`config.mk`:
```
export PLATFORM = sky130hd
export DESIGN_NAME = sms_notice_release_parser_unit
export DESIGN_NICKNAME = d
export VERILOG_FILES = /design/src/hdl/snrp_pkg.sv /design/src/hdl/snrp_front.sv /design/src/hdl/snrp_cmd_fifo.sv /design/src/hdl/snrp_emitter.sv /design/src/hdl/sms_notice_release_parser_unit.sv
export SDC_FILE = /design/constraint.sdc
export NUM_CORES = 1
export LEC_CHECK = 0
export ABC_AREA = 1
export BUFFER_PORTS_ARGS = -buffer_cell sky130_fd_sc_hd__buf_2
export CORE_UTILIZATION = 50
export DETAILED_ROUTE_END_ITERATION = 16
export GPL_ROUTABILITY_DRIVEN = 0
export PLACE_DENSITY = 0.66
export SKIP_LAST_GASP = 1
export SLEW_MARGIN = 20
export SYNTH_ARGS = -nofsm -noshare
export SYNTH_HDL_FRONTEND = slang
export SYNTH_SLANG_ARGS = --single-unit
```
`constraint.sdc`:
```
create_clock -name clk -period 5.4 [get_ports clk]
set_input_delay 0.54 -clock clk [delete_from_list [all_inputs] [get_ports clk]]
set_output_delay 0.54 -clock clk [all_outputs]
set_load 0.005 [all_outputs]
```
`src/hdl/snrp_pkg.sv`:
```
// Shared constants and types for the incoming-text notice parser.
// Used by snrp_front, snrp_cmd_fifo, snrp_emitter and the top level.
package snrp_pkg;

    localparam int NUMBER_CHARS   = 13;   // captured sender number length
    localparam int PREFIX_CHARS   = 3;    // country prefix dropped on output
    localparam int BODY_COUNT_MAX = 127;  // body byte counter saturation
    localparam int OUT_CHARS      = 10;   // number characters per completion
    localparam int CODE_LEN       = 5;    // bytes in the release word
    localparam int MIN_BODY       = 6;    // shortest body that can release

    localparam int NUM_IDX_W  = $clog2(NUMBER_CHARS);
    localparam int NUM_CNT_W  = $clog2(NUMBER_CHARS + 1);
    localparam int BODY_CNT_W = $clog2(BODY_COUNT_MAX + 1);
    localparam int OUT_IDX_W  = $clog2(OUT_CHARS);
    localparam int CODE_W     = 8 * CODE_LEN;

    localparam logic [7:0] QUOTE_BYTE = 8'h22;
    localparam logic [7:0] LF_BYTE    = 8'h0A;

    localparam logic [CODE_W-1:0] RELEASE_RESET = 40'h3C52454C3E;

    // register file
    localparam int CFG_ADDR_W = 4;
    localparam int CFG_DATA_W = 64;
    localparam logic [0:0] REG_RELEASE_CODE = 1'b0;

    // one completed notice handed from the parser to the emitter
    typedef struct packed {
        logic [OUT_CHARS-1:0][7:0] chars;
        logic                      ok;
    } emit_cmd_t;

    typedef struct packed {
        logic full;
        logic empty;
    } fifo_status_t;

endpackage

```
`src/hdl/snrp_front.sv`:
```
// Byte parser: tracks notice phase, captures the sender number, checks the body.
// Depends on snrp_pkg; pushes one emit_cmd_t per completed notice.
module snrp_front
    import snrp_pkg::*;
(
    input  logic              clk,
    input  logic              rst_n,
    input  logic              accept,
    input  logic [7:0]        rx_byte,
    input  logic [CODE_W-1:0] release_code,
    output logic              push,
    output emit_cmd_t         cmd
);

    localparam logic [1:0] PH_WAIT_QUOTE = 2'd0;
    localparam logic [1:0] PH_NUMBER     = 2'd1;
    localparam logic [1:0] PH_WAIT_LF    = 2'd2;
    localparam logic [1:0] PH_BODY       = 2'd3;

    logic [1:0]            phase_reg, phase_next;
    logic [NUM_CNT_W-1:0]  number_count_reg, number_count_next;
    logic [BODY_CNT_W-1:0] body_count_reg, body_count_next;
    logic                  code_match_reg, code_match_next;
    logic [7:0]            number_store_reg [NUMBER_CHARS];
    logic                  store_we;
    logic [7:0]            code_byte;

    always_comb
    begin
        unique case (body_count_reg[2:0])
            3'd0:    code_byte = release_code[39:32];
            3'd1:    code_byte = release_code[31:24];
            3'd2:    code_byte = release_code[23:16];
            3'd3:    code_byte = release_code[15:8];
            3'd4:    code_byte = release_code[7:0];
            default: code_byte = 8'h00;
        endcase
    end

    always_comb
    begin
        phase_next        = phase_reg;
        number_count_next = number_count_reg;
        body_count_next   = body_count_reg;
        code_match_next   = code_match_reg;
        store_we          = 1'b0;
        push              = 1'b0;
        if (accept)
        begin
            unique case (phase_reg)
                PH_WAIT_QUOTE:
                begin
                    if (rx_byte == QUOTE_BYTE)
                    begin
                        phase_next        = PH_NUMBER;
                        number_count_next = '0;
                    end
                end
                PH_NUMBER:
                begin
                    if (number_count_reg < NUM_CNT_W'(NUMBER_CHARS))
                    begin
                        store_we          = 1'b1;
                        number_count_next = number_count_reg + 1'b1;
                    end
                    else
                    begin
                        // byte after the number is dropped unseen
                        phase_next = PH_WAIT_LF;
                    end
                end
                PH_WAIT_LF:
                begin
                    if (rx_byte == LF_BYTE)
                    begin
                        phase_next      = PH_BODY;
                        body_count_next = '0;
                        code_match_next = 1'b1;
                    end
                end
                PH_BODY:
                begin
                    if (rx_byte == LF_BYTE)
                    begin
                        push              = 1'b1;
                        phase_next        = PH_WAIT_QUOTE;
                        number_count_next = '0;
                        body_count_next   = '0;
                        code_match_next   = 1'b1;
                    end
                    else if (body_count_reg < BODY_CNT_W'(BODY_COUNT_MAX))
                    begin
                        if (body_count_reg < BODY_CNT_W'(CODE_LEN) && rx_byte != code_byte)
                            code_match_next = 1'b0;
                        body_count_next = body_count_reg + 1'b1;
                    end
                end
                default:
                begin
                    phase_next = PH_WAIT_QUOTE;
                end
            endcase
        end
    end

    always_ff @(posedge clk or negedge rst_n)
    begin
        if (!rst_n)
        begin
            phase_reg        <= PH_WAIT_QUOTE;
            number_count_reg <= '0;
            body_count_reg   <= '0;
            code_match_reg   <= 1'b1;
        end
        else
        begin
            phase_reg        <= phase_next;
            number_count_reg <= number_count_next;
            body_count_reg   <= body_count_next;
            code_match_reg   <= code_match_next;
        end
    end

    always_ff @(posedge clk)
    begin
        if (store_we)
            number_store_reg[number_count_reg[NUM_IDX_W-1:0]] <= rx_byte;
    end

    // drop the prefix; positions beyond the number read as zero
    always_comb
    begin
        for (int k = 0; k < OUT_CHARS; k++)
        begin
            if (PREFIX_CHARS + k < NUMBER_CHARS)
                cmd.chars[k] = number_store_reg[NUM_IDX_W'((PREFIX_CHARS + k < NUMBER_CHARS)
                                                ? PREFIX_CHARS + k : 0)];
            else
                cmd.chars[k] = 8'h00;
        end
        cmd.ok = code_match_reg && (body_count_reg >= BODY_CNT_W'(MIN_BODY));
    end

endmodule

```
`src/hdl/snrp_cmd_fifo.sv`:
```
// Two-entry queue of completed notices between parser and emitter.
// Depends on snrp_pkg for emit_cmd_t and fifo_status_t.
module snrp_cmd_fifo
    import snrp_pkg::*;
(
    input  logic         clk,
    input  logic         rst_n,
    input  logic         push,
    input  emit_cmd_t    wr_data,
    input  logic         pop,
    output emit_cmd_t    rd_data,
    output fifo_status_t status
);

    emit_cmd_t  entry_reg [2];
    logic       wr_ptr_reg, rd_ptr_reg;
    logic [1:0] count_reg;

    always_ff @(posedge clk or negedge rst_n)
    begin
        if (!rst_n)
        begin
            wr_ptr_reg <= 1'b0;
            rd_ptr_reg <= 1'b0;
            count_reg  <= 2'd0;
        end
        else
        begin
            if (push)
                wr_ptr_reg <= ~wr_ptr_reg;
            if (pop)
                rd_ptr_reg <= ~rd_ptr_reg;
            case ({push, pop})
                2'b10:   count_reg <= count_reg + 2'd1;
                2'b01:   count_reg <= count_reg - 2'd1;
                default: count_reg <= count_reg;
            endcase
        end
    end

    always_ff @(posedge clk)
    begin
        if (push)
            entry_reg[wr_ptr_reg] <= wr_data;
    end

    assign rd_data      = entry_reg[rd_ptr_reg];
    assign status.full  = (count_reg == 2'd2);
    assign status.empty = (count_reg == 2'd0);

endmodule

```
`src/hdl/snrp_emitter.sv`:
```
// Result sequencer: plays out the ten number characters of one notice.
// Depends on snrp_pkg; takes commands from snrp_cmd_fifo.
module snrp_emitter
    import snrp_pkg::*;
(
    input  logic         clk,
    input  logic         rst_n,
    input  emit_cmd_t    cmd,
    input  fifo_status_t status,
    output logic         pop,
    output logic         out_valid,
    input  logic         out_stall,
    output logic [7:0]   number_char,
    output logic         release_ok,
    output logic         last_char
);

    emit_cmd_t            cmd_reg;
    logic                 busy_reg;
    logic [OUT_IDX_W-1:0] idx_reg;
    logic                 out_accept;
    logic                 last;

    assign last       = (idx_reg == OUT_IDX_W'(OUT_CHARS - 1));
    assign out_accept = busy_reg && !out_stall;
    // next notice loads in the cycle the last character leaves
    assign pop        = !status.empty && (!busy_reg || (out_accept && last));

    always_ff @(posedge clk or negedge rst_n)
    begin
        if (!rst_n)
        begin
            busy_reg <= 1'b0;
            idx_reg  <= '0;
        end
        else if (pop)
        begin
            busy_reg <= 1'b1;
            idx_reg  <= '0;
        end
        else if (out_accept)
        begin
            if (last)
                busy_reg <= 1'b0;
            else
                idx_reg <= idx_reg + 1'b1;
        end
    end

    always_ff @(posedge clk)
    begin
        if (pop)
            cmd_reg <= cmd;
    end

    assign out_valid   = busy_reg;
    assign number_char = cmd_reg.chars[idx_reg];
    assign release_ok  = cmd_reg.ok;
    assign last_char   = last;

endmodule

```
`src/hdl/sms_notice_release_parser_unit.sv`:
```
// Top level of the incoming-text notice parser with release-word check.
// Depends on snrp_pkg, snrp_front, snrp_cmd_fifo and snrp_emitter.
//
//   channel | signals                                  | moves
//   --------+------------------------------------------+---------------------------
//   in      | in_valid, in_stall, rx_byte              | one serial byte
//   out     | out_valid, out_stall, number_char,       | one number character
//           | release_ok, last_char                    |
//   cfg     | psel, penable, pwrite, paddr, pwdata,    | release_code at 0x0
//           | prdata, pready                           |
//
// One byte is taken per cycle while in_stall is low; the parser finishes each
// byte in that cycle. A closing line feed queues a notice; the emitter sends
// its ten characters, one per out transaction. The two-entry notice queue
// sets in_stall when full. Reset clears control state; no clearing pass.
module sms_notice_release_parser_unit
    import snrp_pkg::*;
(
    input  logic                  clk,
    input  logic                  rst_n,
    input  logic                  in_valid,
    output logic                  in_stall,
    input  logic [7:0]            rx_byte,
    output logic                  out_valid,
    input  logic                  out_stall,
    output logic [7:0]            number_char,
    output logic                  release_ok,
    output logic                  last_char,
    input  logic                  psel,
    input  logic                  penable,
    input  logic                  pwrite,
    input  logic [CFG_ADDR_W-1:0] paddr,
    input  logic [CFG_DATA_W-1:0] pwdata,
    output logic [CFG_DATA_W-1:0] prdata,
    output logic                  pready
);

    logic [CODE_W-1:0] release_code_reg;
    logic              cfg_sel;
    logic              in_accept;
    logic              push;
    logic              pop;
    emit_cmd_t         front_cmd;
    emit_cmd_t         fifo_cmd;
    fifo_status_t      fifo_status;

    assign pready  = 1'b1;
    assign cfg_sel = (paddr[CFG_ADDR_W-1:3] == {(CFG_ADDR_W-3){REG_RELEASE_CODE}});

    always_ff @(posedge clk or negedge rst_n)
    begin
        if (!rst_n)
            release_code_reg <= RELEASE_RESET;
        else if (psel && penable && pwrite && pready && cfg_sel)
            release_code_reg <= pwdata[CODE_W-1:0];
    end

    assign prdata    = cfg_sel ? {{(CFG_DATA_W-CODE_W){1'b0}}, release_code_reg} : '0;
    assign in_stall  = fifo_status.full;
    assign in_accept = in_valid && !in_stall;

    snrp_front u_front (
        .clk          (clk),
        .rst_n        (rst_n),
        .accept       (in_accept),
        .rx_byte      (rx_byte),
        .release_code (release_code_reg),
        .push         (push),
        .cmd          (front_cmd)
    );

    snrp_cmd_fifo u_fifo (
        .clk     (clk),
        .rst_n   (rst_n),
        .push    (push),
        .wr_data (front_cmd),
        .pop     (pop),
        .rd_data (fifo_cmd),
        .status  (fifo_status)
    );

    snrp_emitter u_emitter (
        .clk         (clk),
        .rst_n       (rst_n),
        .cmd         (fifo_cmd),
        .status      (fifo_status),
        .pop         (pop),
        .out_valid   (out_valid),
        .out_stall   (out_stall),
        .number_char (number_char),
        .release_ok  (release_ok),
        .last_char   (last_char)
    );

    a_no_push_when_full: assert property (@(posedge clk) disable iff (!rst_n)
        push |-> !fifo_status.full)
        else $error("notice pushed into full queue");

    a_no_pop_when_empty: assert property (@(posedge clk) disable iff (!rst_n)
        pop |-> !fifo_status.empty)
        else $error("notice popped from empty queue");

    a_burst_starts_first: assert property (@(posedge clk) disable iff (!rst_n)
        out_valid && !$past(out_valid) |-> !last_char)
        else $error("burst started on last character");

    a_flag_steady_in_burst: assert property (@(posedge clk) disable iff (!rst_n)
        out_valid && $past(out_valid && !last_char) |-> release_ok == $past(release_ok))
        else $error("release flag changed within a burst");

endmodule

```
Yosys cells after proc, flatten, opt, wreduce, memory -nomap -nowiden
Memories as Yosys holds them, arrays and structs flattened. A register that Yosys moved wholly into a read port is not among the register bits.
Cells that the tools add are included.
Word-level totals
  bits in registers: 63
  memory bits (writable): 266
  bits of input ports: 83
  output and inout bits: 77
  logic and storage cells: 114
  memories kept: 2
Operators by class
  $add $sub $neg: 5
  order comparisons: 5
  equality and inequality tests: 22
  muxes and demuxes: 39
  bitwise operators: 3
  reduce and logical (&&, ||, !) cells: 28
Memory list
  u_fifo.entry_reg: depth 2, bits a word 81, read ports 1, clocked after memory_dff 1, wr ports 1, line snrp_cmd_fifo.sv:15  | emit_cmd_t entry_reg [2];
  u_front.number_store_reg: depth 13, bits a word 8, read ports 10, clocked after memory_dff 0, wr ports 1, line snrp_front.sv:24  | logic [7:0] number_store_reg [NUMBER_CHARS];
Operator list (count)
  40-bit 2-to-1 mux: 1
  8-bit case mux with 5 select lines: 1
  8-bit binary-select mux with 4-bit select: 1
  4-bit 2-to-1 mux: 6
  7-bit 2-to-1 mux: 3
  1-bit 2-to-1 mux: 17
  5-bit AND reduction: 3
  7-bit case mux with 2 select lines: 1
  4-bit case mux with 3 select lines: 1
  2-bit by 1-bit inequality test with 1-bit output, second input constant: 5
  1-bit logical AND: 9
  4-bit by 1-bit adder with 4-bit output, second input constant: 2
  2-bit equality test, second input constant: 4
  8-bit by 4-bit equality test with 1-bit output, second input constant: 1
  8-bit by 6-bit equality test with 1-bit output, second input constant: 1
  2-bit 2-to-1 mux: 4
  8-bit 2-to-1 mux: 1
  8-bit inequality test: 1
  2-bit case mux with 4 select lines: 1
  2-bit nonzero test: 4
  7-bit by 1-bit adder with 7-bit output, second input constant: 1
  7-bit by 3-bit greater-or-equal comparator with 1-bit output, second input constant: 1
  7-bit by 3-bit < comparator with 1-bit output, second input constant: 1
  7-bit < comparator, second input constant: 1
  other kinds (21): 31

Longest topological paths before layout
  depth after elaboration: 8
  gate-level depth with buffers: 17
  depth with buffers taken out: 14

By module
Synthesis repeated with hierarchy kept, for this count alone.
Second synthesis, totals
  cell total of the unflattened synthesis: 1444
  area total of the unflattened synthesis: 16253.1 um2
Modules (own cells, without submodules)
  snrp_cmd_fifo: instances 1, cells an instance 447, area an instance 6289.8 um2, seq. area each 4964.8 um2
  snrp_front: instances 1, cells an instance 356, area an instance 4072.7 um2, seq. area each 2753.9 um2
  snrp_emitter: instances 1, cells an instance 350, area an instance 3724.8 um2, seq. area each 2557.5 um2
  sms_notice_release_parser_unit: instances 1, cells an instance 291, area an instance 2165.8 um2, seq. area each 1023.5 um2

Worst setup path before layout
No wires, ideal clock.
  path kind: input to register
  from: in rx_byte[6]
  to: mem u_fifo.entry_reg[0][0] (netlist bit), enable pin
  library setup time: 521 ps
  arrival: 4577 ps
  data required time: 4879 ps
  setup slack: 302 ps
  stages on the path: 7
  path buffers: 0
  cells stage by stage: inv_1 nand2_1 nor2_2 nand4_4 inv_1 nand3b_1 nor2_1
Between the ends
  cells in the longest elaborated chain, start to end: 6
RTL lines
  from (decl): line sms_notice_release_parser_unit.sv:23  | input logic [7:0] rx_byte,
  8-bit by 4-bit equality test with 1-bit output: line snrp_front.sv:83  | if (rx_byte == LF_BYTE)
  1-bit 2-to-1 mux: line snrp_front.sv:83
  1-bit 2-to-1 mux: line snrp_front.sv:50  | unique case (phase_reg)
  1-bit 2-to-1 mux: line snrp_front.sv:48  | if (accept)
  1-bit 2-to-1 mux: line snrp_cmd_fifo.sv:43  | if (push)
  1-bit 2-to-1 mux (not written as such): line snrp_cmd_fifo.sv:44  | entry_reg[wr_ptr_reg] <= wr_data;
  to (decl): line snrp_cmd_fifo.sv:15
No other way between the ends.

Final worst setup path
  from: reg u_emitter.idx_reg[0]
  to: reg u_emitter.cmd_reg[60] (netlist name)
Between the ends
  cells in the longest elaborated chain, start to end: 4
RTL lines
  from (decl): line snrp_emitter.sv:20  | logic [OUT_IDX_W-1:0] idx_reg;
  from (signal assigned): line snrp_emitter.sv:46  | idx_reg <= idx_reg + 1'b1;
  4-bit equality test: line snrp_emitter.sv:24  | assign last = (idx_reg == OUT_IDX_W'(OUT_CHARS - 1));
  1-bit logical AND: line snrp_emitter.sv:27  | assign pop = !status.empty && (!busy_reg || (out_accept && last));
  1-bit logical OR: line snrp_emitter.sv:27
  1-bit logical AND: line snrp_emitter.sv:27
  net pop: line sms_notice_release_parser_unit.sv:42  | logic pop;
The timed path passes the listed nets, and every way through them passes these cells.
A chain may end at the register's enable or synchronous reset.

==> summary.txt <==
Finish
  – Max FFs per register: 162
  – Layout cell share with drive strength beyond 1: 25.4%
  – Layout area overhead: 14.1%
  – Post-Layout Cell Count: 1,644
  – Final core occ: 58.6%
  – Ant diodes: 0
  – FILL cells: 2,363
  – Post-route cell area: 0.0175 sq mm
  – Nets: 1,323

Clocking
  – Clk sink count: 386
  – CTS tree: built
  – CTS Hold Bufs: 0
  – Clock buffer depth: 3
  – H-tree Lvls: 2
  – Setup Fix Bufs, Post-CTS: 0
  – Number of buffers created by CTS: 40
  – Root Driver: clkbuf_16
  – Clock latency on the worst-skew pair: 0.52 ns
  – CTS clk-pin slew, worst paths: 0.06 ns
  – Post-CTS Resized: 0

Critical path
  – CP Buf/Inv Count: 4
  – Slowest cell on the critical path: buf_4
  – Crit-path cells: buf_4 > ha_1 > nand3_1 > o21ai_1 > o21ai_1 > clkinv_2 > buf_4 > buf_4
  – Crit path max fanout: 63
  – Arr. time, crit path: 3.64 ns
  – Family with the most delay on the worst path: buffers and inverters
  – Max stage delay on crit path: 0.73 ns
  – Critical Path RT: 5.54 ns
  – Critical Path End Type: flip-flop
  – Top cell by count, worst path: buf_4
  – Critical path type: flip-flop to flip-flop
  – Setup crit start kind: flip-flop

Logic synthesis
  – Yosys cell types: 43
  – Async S/R FF share, synth: 16.3%
  – Synth Instances: 1,099
  – Mean Syn Cell Area: 14.0 sq um
  – Synth Area in Adders: 1.38%
  – Multiplexer share of the synthesized area: 6.06%
  – Largest family of logic cells by synthesized area: simple AND/OR/NAND/NOR gates
  – Commonest cells in the netlist: 323 x edfxtp_1, 156 x nor2_1, 81 x mux2_2
  – Yosys warning count: 0
  – EDFF count, synth: 323
  – Top_reg_cell synth: edfxtp_1
  – Synth Area in Compound Gates: 4.98%
  – Simple-gate share of the synthesized area: 9.01%
  – Post-Synth XOR/XNOR Area: 0.342%
  – Number of synthesized register bits: 386
  – Yosys top cell by area: edfxtp_1
  – Synth Cell Area: 0.0154 sq mm
  – Count leader, synth: edfxtp_1
  – Seq/Total Area, Yosys: 73.5%
  – Synth top area cells: edfxtp_1 63%, dfrtp_1 7.2%, mux2_2 5.9%
  – Yosys top cell area share: 63.1%

Place
  – Number of I/O port buffers: 107
  – Placed instance count: 1,571
  – Area after DPL: 0.0163 sq mm
  – DP Wirelength: 18,700 um

Pwr
  – Net Sw Frac: 29.7%
  – Part of the power in registers: 45.4%
  – Combinational power share: 23.3%
  – Clock share of power: 31.3%
  – Worst IR Drop VDD: 230 uV
  – Internal: 5840 uW
  – Power per cell area: 474 mW/mm^2
  – Net Sw Power: 2470 uW
  – Leak: 0.00665 uW

Routing
  – Vias/cell: 5.16
  – DR WL/cell: 18.2 um
  – Final ANT Viol Nets: 0
  – Via count: 8,490
  – Drt drc: 0
  – Initial DRT Pass Iterations: 6
  – DRT iter0 DRCs: 580
  – Routed wire length: 30,000 um

GRT
  – Antenna violations before repair: 0
  – Vias in the first global route: 8,333
  – First-pass GRT wire length: 46,100 um
  – Pin count of the biggest net entering global routing: 81
  – Total global-route track usage: 19.6%
  – GR Overflow Total: 0

Timing
  – Max Clock Skew: 0.0188 ns
  – Max-slew headroom: 28.2%
  – Worst slew pin tran: 1.07 ns
  – Slew Limit Fails: 0
  – Number of hold violations in the final report: 0
  – Minimum clock period after layout: 3.50 ns
  – Final hold slack: 0.207 ns
  – Fmax: 286 MHz
  – Setup TNS: 0 ns
  – RSZ-0062 raised after global routing: no
  – Period Utilization, post-route: 64.8%
  – Final setup vio count: 0

Floorplan
  – Placeable Area: 0.0300 sq mm
  – Die width: 177 um
  – I/O pin cnt: 160
  – Initial Util: 51.3%
  – Die height: 177 um
  – Die ar.: 0.0315 sq mm
  – Site row count: 63

Run status
  – Status: complete, no violations

Worst hold path
  – HP Class: input port to asynchronous set/reset pin

Flow run
  – Max-Cap Viols: 0
[power groups by stage]
stage	clock network [uW]	logic, uW	registers (uW)
after floorplan	0	1450	3720
after global placement	0	1920	3830
after detailed placement	0	1950	3830
after CTS	2650	1960	3770
after global routing	2770	2160	3800
final	2600	1940	3770
[cell families after synthesis]
kind of cell	Yosys count
DFF	386
and+or+nand+nor	315
buffers and inverters	154
AOI/OAI and AO/OA	136
muxes	83
adders and majority gates	17
xor gates and xnor gates	6
other	2
[routing by layer]
metal	GRT usage [%]	up-vias	share of wire, %
met5	0	-	0
met4	5.77	0	2.2
met3	3.94	53	5.9
met2	32.7	266	48
met1	25.9	4073	44
li1	-	4098	-
[metrics by stage]
stage	worst slack, ns	total power, uW
6_report	1.90	8310
5_1_grt	1.59	8730
4_1_cts	1.90	8380
3_5_place_dp	1.83	5780
3_3_place_gp	1.87	5750
2_1_floorplan	0.302	5170
[cell usage in the layout, fill, tap and decap left out, types with 43 or more instances in the layout]
cell type	count
edfxtp_1	323
a21oi_1	53
nand2_1	75
buf_2	107
inv_1	77
dfrtp_1	43
nor2_1	154
mux2_2	81
o21ai_0	48
[layout make-up]
type,instances,area [sq um],area share (%)
multi-input cells,582,3480,19.9
inverters,85,324,1.85
flip-flops and latches,386,11300,64.4
clock inverters,16,134,0.763
clock buffers,57,1120,6.36
repair buffers,128,697,3.97
well taps,390,488,2.78
[final timing paths]
| kind | to | slack (ns) | depth (start not counted) | startpoint |
|---|---|---|---|---|
| max in group asynchronous | u_fifo.rd_ptr_reg | 4.58 | 2 | rst_n |
| max | u_emitter.cmd_reg[60] | 1.90 | 8 | u_emitter.idx_reg[0] |
| max reg2reg | u_emitter.cmd_reg[60] | 1.90 | 8 | u_emitter.idx_reg[0] |
| min reg2reg | u_fifo.entry_reg[0][43] | 0.44 | 0 | u_front.number_store_reg[8][2] |
| min in group clk | release_code_reg[25] | 0.26 | 3 | pwdata[25] |
| min | u_front.body_count_reg[0] | 0.21 | 2 | rst_n |
Note: power is estimated with default switching activity, not from simulation.
